<file path="config.mk">
export PLATFORM = sky130hd
export DESIGN_NAME = tldt_ram
export DESIGN_NICKNAME = d
export VERILOG_FILES = /design/src/rtl/tldt_ram.sv
export SDC_FILE = /design/constraint.sdc
export NUM_CORES = 1
export LEC_CHECK = 0
export BUFFER_PORTS_ARGS = -buffer_cell sky130_fd_sc_hd__buf_2
export CAP_MARGIN = 5
export CORE_MARGIN = 3
export CORE_UTILIZATION = 65
export CTS_CLUSTER_SIZE = 16
export DETAILED_ROUTE_END_ITERATION = 10
export GPL_TIMING_DRIVEN = 1
export HOLD_SLACK_MARGIN = 0.12
export PLACE_DENSITY = 0.8
export SLEW_MARGIN = 20
export SYNTH_ARGS = -nofsm -noshare
export SYNTH_HDL_FRONTEND = slang
export SYNTH_SLANG_ARGS = --single-unit
</file>
<file path="constraint.sdc">
create_clock -name clk -period 8.98 [get_ports clk]
set_input_delay 0.449 -clock clk [delete_from_list [all_inputs] [get_ports clk]]
set_output_delay 0.449 -clock clk [all_outputs]
set_load 0.05 [all_outputs]
</file>
<file path="src/rtl/tldt_ram.sv">
// Generic single-write, single-read RAM with registered read data.
// Standalone; used by two_level_directory_table_core for the name stores.
`default_nettype none

module tldt_ram #(
    parameter int DEPTH = 16,
    parameter int WIDTH = 64
) (
    input  wire logic                                         clk,
    input  wire logic                                         we,
    input  wire logic [((DEPTH > 1) ? $clog2(DEPTH) : 1)-1:0] waddr,
    input  wire logic [WIDTH-1:0]                             wdata,
    input  wire logic [((DEPTH > 1) ? $clog2(DEPTH) : 1)-1:0] raddr,
    output logic      [WIDTH-1:0]                             rdata
);

    logic [WIDTH-1:0] mem [DEPTH];

    always_ff @(posedge clk)
    begin
        if (we)
        begin
            mem[waddr] <= wdata;
        end
        rdata <= mem[raddr];
    end

endmodule

`default_nettype wire
</file>
## Word-level counts from Yosys, hierarchy flattened

Memories as Yosys holds them, arrays and structs flattened. A register that Yosys moved wholly into a read port is not among the register bits.
Cells that the tools add are included.

| word-level totals | value |
|---|---|
| flip-flop bits (word level) | 0 |
| memory bits (writable) | 1,024 |
| logic and storage cells | 3 |
| memories | 1 |

| operators by class | value |
|---|---|
| mux-type cells | 2 |

Memories:

| name | words | bits a word | read ports | clocked after memory_dff | wr ports | RTL line | source |
|---|---|---|---|---|---|---|---|
| mem | 16 | 64 | 1 | 1 | 1 | 17 | `logic [WIDTH-1:0] mem [DEPTH];` |

Operator list:

| operator | count |
|---|---|
| 2-to-1 mux 1 bit | 2 |

## Logic depth before layout (Yosys ltp)

Gate-level depths: netlist (run 1).

| depth | value |
|---|---|
| word-level depth | 2 |
| depth in mapped cells | 6 |

## Least setup slack after synthesis (run 1)

Ideal clock, no wire load.

| timing | value |
|---|---|
| path kind | in2reg |
| from | input waddr[2] (netlist bit) |
| to | memory mem[0][0], enable pin |
| setup time | 565 ps |
| data arrival time | 5,312 ps |
| required time | 8,415 ps |
| path slack | 3,102 ps |
| stages on the path | 2 |
| cells stage by stage | or3b_2 -> nor3_1 |

RTL lines:

| what | RTL line | source |
|---|---|---|
| start, declared | 11 | `input wire logic [((DEPTH > 1) ? $clog2(DEPTH) : 1)-1:0] waddr,` |
| end, declared | 17 |  |

Straight into the memory's write port.

==> impl_metrics.env, run 1 <==
export IMPL_avgRoutedWirePerCell_um=34.1
export IMPL_num_fill_cells=3034
export IMPL_die_area_sq_um=63900
export IMPL_dr_pass1_iters=6
export IMPL_grt_pass1_wl_um=134000
export IMPL_timing_slew_headroom_pct=20.3
export IMPL_overflow=0
export IMPL_route_detailed_drc=0
export IMPL_gp_congestion=0.717
export IMPL_grt_max_degree=147
export IMPL_vdd_drop_max_uv=176
export IMPL_grt_setup_unrepaired="no"
export IMPL_num_vias=18700
export IMPL_max_freq_mhz=357
export IMPL_worstPathArrival_ps=3330
export IMPL_critPathCaptureType="flip-flop"
export IMPL_dp_hpwl_um=40200
export IMPL_critPathKind="input port to flip-flop"
export IMPL_synth_seq_area_share_pct=80.9
export IMPL_timing_final_crit_share_pct=31.2
export IMPL_fp_dieW_um=253
export IMPL_post_cts_buffers=0
export IMPL_skew_ps=25.2
export IMPL_hold_worst_slack_ps=155
export IMPL_cts_made_buffers=102
export IMPL_hold_path_depth=1
export IMPL_final_common_cell="edfxtp_1"
export IMPL_cp_common_cell="buf_4"
export IMPL_powerDensity_nw_per_um2=238
export IMPL_synth_area_per_cell_sq_um=24.0
export IMPL_synth_seq_cells=1088
export IMPL_port_buffer_count=137
export IMPL_rr_worst_depth=3
export IMPL_required_ps=9510
export IMPL_antenna_found_initial=14
export IMPL_ctsResizeCount=0
export IMPL_maxCapViolations=0
export IMPL_syn_area_sq_um=39600
export IMPL_grt_usage_pct=29.8
export IMPL_htree_levels=3
export IMPL_min_period_ps=2800
export IMPL_finalSetupTns_ps=0
export IMPL_r2r_end="rdata[3]"
export IMPL_crit_chain="buf_8, buf_4, buf_4, mux4_2, a22oi_1, nand2_1"
export IMPL_setup_viol=0
export IMPL_status="complete, no violations"
export IMPL_drive_gt1_share_pct=31.1
export IMPL_clkSlewWorstSetupHoldPaths_ps=60
export IMPL_start_util_pct=66.4
export IMPL_hold_viol_final=0
export IMPL_vias_per_cell=6.93
export IMPL_slowest_stage="buf_4"
export IMPL_die_h_um=253
export IMPL_clock_sinks=1088
export IMPL_cp_num_buf_inv=3
export IMPL_num_io_pins=138
export IMPL_routed_wl_um=92300
export IMPL_fp_coreArea_sq_um=59600
export IMPL_synth_nets=1721
export IMPL_min_from="wdata[25]"
export IMPL_yosysWarnings=0
export IMPL_synth_cells=1647
export IMPL_synth_distinct_cells=18
export IMPL_final_cell_mix="edfxtp_1, mux4_2, buf_2"
export IMPL_ant_nets=0
export IMPL_ctsHoldBuffers=0
export IMPL_worstPathMaxFanout=60
export IMPL_r2r_slack_ps=7500
export IMPL_start_kind="input port"
export IMPL_cts_root_buf="clkbuf_16"
export IMPL_drt_iter0_drc=2599
export IMPL_use_met2_pct=47.3
export IMPL_nets=1911
export IMPL_grt_busiest_layer="met2"
export IMPL_rows=89
export IMPL_slew_viol_final=0
export IMPL_crit_family="buffers and inverters"
export IMPL_area_growth_pct=12.8
export IMPL_r2r_start="mem[0][3]"
export IMPL_met1_usage_pct=40.7
export IMPL_clock_path_buffers=3
export IMPL_leakage_nw=14.4
export IMPL_cpPeakStageDelay_ps=710
export IMPL_min_path_type="input port to flip-flop"
export IMPL_grt_pass1_vias=19900
export IMPL_met3_usage_pct=7.97
export IMPL_min_to="mem[4][25]"
export IMPL_cts_tree="built"
export IMPL_clock_latency_ps=660
export IMPL_worst_pin_slew_ps=1200
==> cell usage after synthesis <==
cell type     n  share of area [%]
edfxtp_1   1024                 78
buf_4         6               0.11
mux4_2      256                 15
buf_1        16               0.15
clkbuf_1     36               0.34
buf_2        13               0.16
nand2b_1      2              0.032
buf_6        13               0.37
nor2_1       13               0.12
and2_1        1              0.016
or3b_2        1              0.022
nand2_1      65               0.62
a22oi_1     128                2.4
nor3_1        4              0.051
dfxtp_1      64                3.2
nand3b_1      2              0.038
nand3_1       1              0.013
nor2b_1       2              0.032
==> metrics by stage <==
step	setup slack (ps)	cells	power [mW]	utilization (%)	cell area (sq um)
after detailed placement	5380	2503	6.41	69.1	41200
after CTS	6050	2696	10.7	74.8	44500
final	6180	2705	10.6	74.9	44600
after global routing	5830	2701	10.9	74.9	44600
after global placement	5470	2503	6.39	69.1	41200
after floorplan	3100	1647	6.20	-	39600
==> cells by family (layout without fill, tap and decap cells) <==
| logic type | after synthesis | in the layout | synth area share, % |
|---|---|---|---|
| mux | 256 | 256 | 14.6 |
| other cells | 0 | 6 | 0 |
| buf+inv | 84 | 363 | 1.14 |
| simple gates | 91 | 91 | 0.942 |
| flops | 1088 | 1088 | 80.9 |
| compound gates | 128 | 128 | 2.43 |
==> worst register-to-register path, cell delays in order (launching register included) <==
cell and delay [ps]:
edfxtp_1 460, mux4_2 510, a22oi_1 280, nand2_1 100
==> state kept, by name (all words and copies together), names as in the netlist <==
signal / count
rdata: 64
mem: 1024
==> worst max path at each step <==
stage,start,endpoint,slack [ps],cells after the start
final,raddr[0],rdata[49],6180,6
after floorplan,waddr[2],mem[0][0],3100,2
after global routing,raddr[0],rdata[43],5830,6
after global placement,raddr[0],rdata[43],5470,6
after detailed placement,raddr[0],rdata[48],5380,6
after CTS,raddr[0],rdata[49],6050,6
==> routing by layer <==
metal | part of all wire (%) | up-vias | wire length (um)
met5 | 0.13 | - | 124
met4 | 3.5 | 20 | 3240
met3 | 11 | 255 | 10100
met2 | 50 | 1294 | 46100
met1 | 35 | 9732 | 32700
li1 | - | 7445 | -
==> power breakdown <==
part | internal [mW] | switching [mW] | total, mW
Sequential | 5.68 | 0.0464 | 5.72
Clock | 2.48 | 1.82 | 4.30
Combinational | 0.196 | 0.404 | 0.600
Total | 8.35 | 2.27 | 10.6
==> cell type report <==
cell class / instances / area, sq um / share of cell area [%]
flip-flops and latches: 1088 / 32000 / 71.7
multi-input cells: 475 / 7230 / 16.2
diodes: 6 / 15.0 / 0.0336
well taps: 773 / 967 / 2.17
clock buffers: 145 / 2940 / 6.59
clock inverters: 48 / 427 / 0.956
repair buffers: 170 / 1030 / 2.31
Note: power is estimated with default switching activity, not from simulation.
==> inputs of run 2 (changes only) <==
CORE_UTILIZATION = 55   (was 65)
PLACE_DENSITY = 0.72   (was 0.8)
clock period = 2.4 ns   (was 8.98 ns; I/O delays follow)
==> run 2 against run 1 <==
Effect of this change:
- core utilization decreased by 9.2 points
- clock power rose to 3.8 times the previous value
- first-iteration DRC count shrank 13%
- clock skew down 3.1 ps
- design area up 3.9%
- setup slack got worse by 5800 ps
==> impl_metrics.env, run 2 (synthesis gave the netlist of run 1 again) <==
export IMPL_timing_final_crit_share_pct=83.6
export IMPL_drt_iter0_drc=2263
export IMPL_fp_coreArea_sq_um=70600
export IMPL_antenna_found_initial=6
export IMPL_skew_ps=22.2
export IMPL_clock_sinks=1088
export IMPL_place_area_sq_um=42200
export IMPL_num_vias=18500
export IMPL_leakage_nw=15.1
export IMPL_post_cts_buffers=0
export IMPL_clock_path_buffers=3
export IMPL_start_kind="input port"
export IMPL_cts_made_buffers=103
export IMPL_cts_root_buf="clkbuf_16"
export IMPL_fp_dieW_um=274
export IMPL_setup_viol=0
export IMPL_overflow=0
export IMPL_grt_pass1_wl_um=128000
export IMPL_start_util_pct=56.0
export IMPL_worstPathArrival_ps=2600
export IMPL_min_period_ps=2010
export IMPL_num_fill_cells=4427
export IMPL_hold_worst_slack_ps=160
export IMPL_power_internal_mw=31.7
export IMPL_maxCapViolations=0
export IMPL_area_growth_pct=17.2
export IMPL_clock_latency_ps=660
export IMPL_avgRoutedWirePerCell_um=28.7
export IMPL_timing_slew_headroom_pct=45.9
export IMPL_htree_levels=3
export IMPL_design_area_sq_um=46400
export IMPL_power_frac_seq_pct=53.1
export IMPL_combPwrFrac_pct=6.0
export IMPL_grt_pass1_vias=19700
export IMPL_grt_max_degree=65
export IMPL_top_register="mem"
export IMPL_nets=2014
export IMPL_routed_wl_um=85300
export IMPL_largest_register_ffs=1024
export IMPL_gp_congestion=0.720
export IMPL_top_regs="mem: 1024 flops, rdata: 64 flops"
export IMPL_p_clk_share_pct=41.0
export IMPL_slew_viol_final=0
export IMPL_worstPathMaxFanout=7
export IMPL_dp_slack_ps=430
export IMPL_fin_util_pct=65.7
export IMPL_dr_pass1_iters=6
export IMPL_cts_tree="built"
export IMPL_min_path_type="input port to flip-flop"
export IMPL_port_buffer_count=137
export IMPL_worst_pin_slew_ps=810
export IMPL_clkSlewWorstSetupHoldPaths_ps=60
export IMPL_die_area_sq_um=75200
export IMPL_required_ps=3000
export IMPL_vdd_drop_max_uv=596
export IMPL_p_sw_share_pct=21.2
export IMPL_status="complete, no violations"
export IMPL_setup_ws_ps=394
export IMPL_ant_nets=0
export IMPL_die_h_um=274
export IMPL_dp_hpwl_um=40700
export IMPL_drive_gt1_share_pct=31.6
export IMPL_final_cell_mix="edfxtp_1, mux4_2, buf_2"
export IMPL_powerDensity_nw_per_um2=869
export IMPL_p_switching_mw=8.56
export IMPL_max_freq_mhz=499
export IMPL_critPathCaptureType="flip-flop"
export IMPL_grt_setup_unrepaired="no"
export IMPL_rows=97
export IMPL_route_detailed_drc=0
export IMPL_vias_per_cell=6.23
export IMPL_num_io_pins=138
export IMPL_critPathKind="input port to flip-flop"
export IMPL_hold_viol_final=0
export IMPL_final_common_cell="edfxtp_1"
export IMPL_grt_usage_pct=23.3
-- run 2: routing by layer --
| layer | share of wire, % | GRT usage [%] | vias up | wire, um |
|---|---|---|---|---|
| met5 | 0.064 | 0 | - | 55 |
| met4 | 1.9 | 6.08 | 8 | 1600 |
| met3 | 8.4 | 4.38 | 128 | 7140 |
| met2 | 49 | 37.0 | 891 | 42200 |
| met1 | 40 | 34.2 | 9857 | 34300 |
| li1 | - | - | 7643 | - |
-- run 2: power by group through the flow --
stage	combinational [mW]	sequential, mW	clock [mW]
after floorplan	1.02	22.2	0
after global placement	2.26	21.8	0
after detailed placement	2.31	21.8	0
after CTS	2.43	21.4	16.7
after global routing	2.56	21.4	17.5
final	2.41	21.4	16.5
-- run 2: final timing paths --
path / start / endpoint / slack (ps) / depth (start not counted)
max: raddr[2] / rdata[20] / 390 / 7
min: raddr[0] / rdata[63] / 160 / 4
max reg2reg: mem[0][20] / rdata[20] / 630 / 4
min reg2reg: mem[15][40] / rdata[40] / 660 / 3
-- run 2: metrics by stage --
step / std cells / power, mW / setup TNS, ps
after floorplan: 1647 / 23.2 / -78490
after global placement: 2704 / 24.0 / 0
after detailed placement: 2704 / 24.1 / 0
after CTS: 2971 / 40.5 / 0
after global routing: 2971 / 41.5 / 0
final: 2974 / 40.3 / 0
-- run 2: worst max-delay path: stages --
cell and delay [ps]:
dlygate4sd3_1 560, buf_2 180, nor2_4 270, dlygate4sd3_1 700, a22oi_1 120, dlygate4sd3_1 590, nand2_1 60
-- run 2: repair_timing --
item | in CTS | in global routing
hold buffers | 71 | 0
resized for setup | 0 | 0
endpoints found under the setup margin | 0 | 0
endpoints found under the hold margin | 1032 | 0
-- run 2: layout make-up --
type	count	area [sq um]	share of cell area, %
antenna	3	7.51	0.0162
clock buffer	139	2870	6.19
clock inverter	57	618	1.33
multi-input combinational	475	7260	15.6
sequential	1088	32000	69.0
tap	940	1180	2.53
timing repair buffer	272	2430	5.25
==> inputs of run 3 (changes only) <==
clock period = 1.8 ns   (was 2.4 ns; I/O delays follow)
==> run 3 against run 2 <==
Effect of this change:
- first-iteration DRC count fell by 11%
- count of clock-buffer cells in the layout rose by 13
- core utilization rose by 0.77 points
- register-to-register slack got worse by 260 ps
- critical path depth fell by 2
- clock skew barely moved
- sequential power rose by 33%
- via count fell by 0.39%
- critical endpoint is now mem[4][22]
- largest cell class unchanged
- highest routed layer unchanged
==> impl_metrics.env, run 3 (synthesis gave the netlist of run 1 again) <==
export IMPL_hold_worst_slack_ps=192
export IMPL_placed_cells_incl_taps=2730
export IMPL_min_period_ps=1790
export IMPL_die_h_um=274
export IMPL_worst_pin_slew_ps=461
export IMPL_drt_iter0_drc=2012
export IMPL_port_buffer_count=137
export IMPL_grt_setup_unrepaired="no"
export IMPL_setup_ws_ps=6.12
export IMPL_cts_tree="built"
export IMPL_final_common_cell="edfxtp_1"
export IMPL_cts_root_buf="clkbuf_16"
export IMPL_drive_gt1_share_pct=32.2
export IMPL_num_vias=18500
export IMPL_vdd_drop_max_uv=1010
export IMPL_p_switching_mw=11.3
export IMPL_stdcell_count=3004
export IMPL_skew_ps=21.9
export IMPL_worstPathMaxFanout=27
export IMPL_fp_dieW_um=274
export IMPL_slew_viol_final=0
export IMPL_clock_latency_ps=670
export IMPL_combPwrFrac_pct=6.1
export IMPL_power_internal_mw=42.7
export IMPL_crit_end="mem[4][22]"
export IMPL_htree_levels=3
export IMPL_cts_made_buffers=105
export IMPL_clock_sinks=1088
export IMPL_worstPathArrival_ps=2140
export IMPL_gp_congestion=0.729
export IMPL_timing_slew_headroom_pct=69.2
export IMPL_clkSlewWorstSetupHoldPaths_ps=60
export IMPL_route_detailed_drc=0
export IMPL_finalSetupTns_ps=0
export IMPL_timing_final_crit_share_pct=99.7
export IMPL_hold_viol_final=0
export IMPL_overflow=0
export IMPL_rr_worst_depth=3
export IMPL_r2r_start="mem[2][11]"
export IMPL_max_freq_mhz=557
export IMPL_powerDensity_nw_per_um2=1150
export IMPL_final_cell_mix="edfxtp_1, mux4_2, buf_2"
export IMPL_largest_register_ffs=1024
export IMPL_top_regs="mem: 1024 flops, rdata: 64 flops"
export IMPL_critPathKind="input port to flip-flop"
export IMPL_leakage_nw=15.3
export IMPL_antenna_found_initial=5
export IMPL_grt_pass1_vias=19400
export IMPL_area_growth_pct=18.6
export IMPL_num_io_pins=138
export IMPL_grt_max_degree=57
export IMPL_num_fill_cells=4399
export IMPL_r2r_end="rdata[11]"
export IMPL_critPathCaptureType="flip-flop"
export IMPL_min_path_type="input port to flip-flop"
export IMPL_rows=97
export IMPL_nets=2041
export IMPL_maxCapViolations=0
export IMPL_p_clk_share_pct=41.1
export IMPL_dp_slack_ps=59.2
export IMPL_vias_per_cell=6.14
export IMPL_multi_input_area_sq_um=7270
export IMPL_grt_usage_pct=23.3
export IMPL_dp_hpwl_um=45000
export IMPL_start_kind="input port"
export IMPL_required_ps=2140
export IMPL_top_register="mem"
export IMPL_clock_path_buffers=3
export IMPL_seqCellArea_sq_um=32000
export IMPL_power_frac_seq_pct=52.9
export IMPL_avgRoutedWirePerCell_um=28.4
export IMPL_critPathLaunch="waddr[1]"
export IMPL_fp_coreArea_sq_um=70600
export IMPL_setup_viol=0
export IMPL_start_util_pct=56.0
export IMPL_dr_pass1_iters=5
export IMPL_p_sw_share_pct=20.9
export IMPL_routed_wl_um=85200
export IMPL_r2r_slack_ps=370
export IMPL_status="complete, no violations"
export IMPL_grt_pass1_wl_um=127000
export IMPL_die_area_sq_um=75200
export IMPL_ant_nets=0
-- run 3: cell count changes in the layout (fill, tap and decap cells not counted), moves of 3 or more --
cell       change
inv_6          -3
clkinv_2       -5
buf_4          +4
clkbuf_16      +5
clkbuf_1       +9
buf_12        +22
-- run 3: layer usage --
metal | global-route usage, % | part of all wire, % | up-vias
li1 | - | - | 7718
met3 | 4.66 | 7.5 | 136
met4 | 7.33 | 2.2 | 4
met2 | 38.0 | 51 | 772
met5 | 0 | 0.032 | -
met1 | 32.4 | 39 | 9825
-- run 3: worst min-delay path by stage --
stage | start | endpoint | cells past startpoint
finish | waddr[2] | mem[14][0] | 4
global route | waddr[2] | mem[14][0] | 4
CTS | waddr[2] | mem[14][9] | 4
detailed placement | wdata[53] | mem[3][53] | 1
global placement | wdata[12] | mem[14][12] | 1
floorplan | wdata[0] | mem[0][0] | 0
-- run 3: per-stage QoR --
stage	instance area [sq um]	util, %	power, mW
after floorplan	39700	-	30.9
after global placement	42700	60.4	32.1
after detailed placement	42700	60.4	32.2
after CTS	46900	66.5	54.4
after global routing	46900	66.5	55.6
final	46900	66.5	53.9
-- run 3: power groups by stage --
stage	Sequential (mW)	Combinational, mW	Clock [mW]
after floorplan	29.6	1.36	0
after global placement	29.0	3.08	0
after detailed placement	29.1	3.14	0
after CTS	28.5	3.30	22.5
after global routing	28.6	3.47	23.6
final	28.5	3.27	22.1
-- run 3: cell type report --
cell class                 count  share of cell area (%)
clock buffer                 152                    6.43
multi-input combinational    475                    15.5
antenna                        4                  0.0213
timing repair buffer         297                    6.17
tap                          940                    2.51
sequential                  1088                    68.2
clock inverter                48                    1.16
-- run 3: timing repair --
action | CTS | global route
hold buffers | 70 | 0
buffers inserted | 0 | 0
resized for setup | 0 | 0
hold endpoints to repair | 1084 | 0
-- run 3: worst max-delay path, cell delays in order --
cell and delay [ps]:
dlygate4sd3_1 610, buf_2 230, nor3_4 210, dlygate4sd3_1 700
buf_12 280
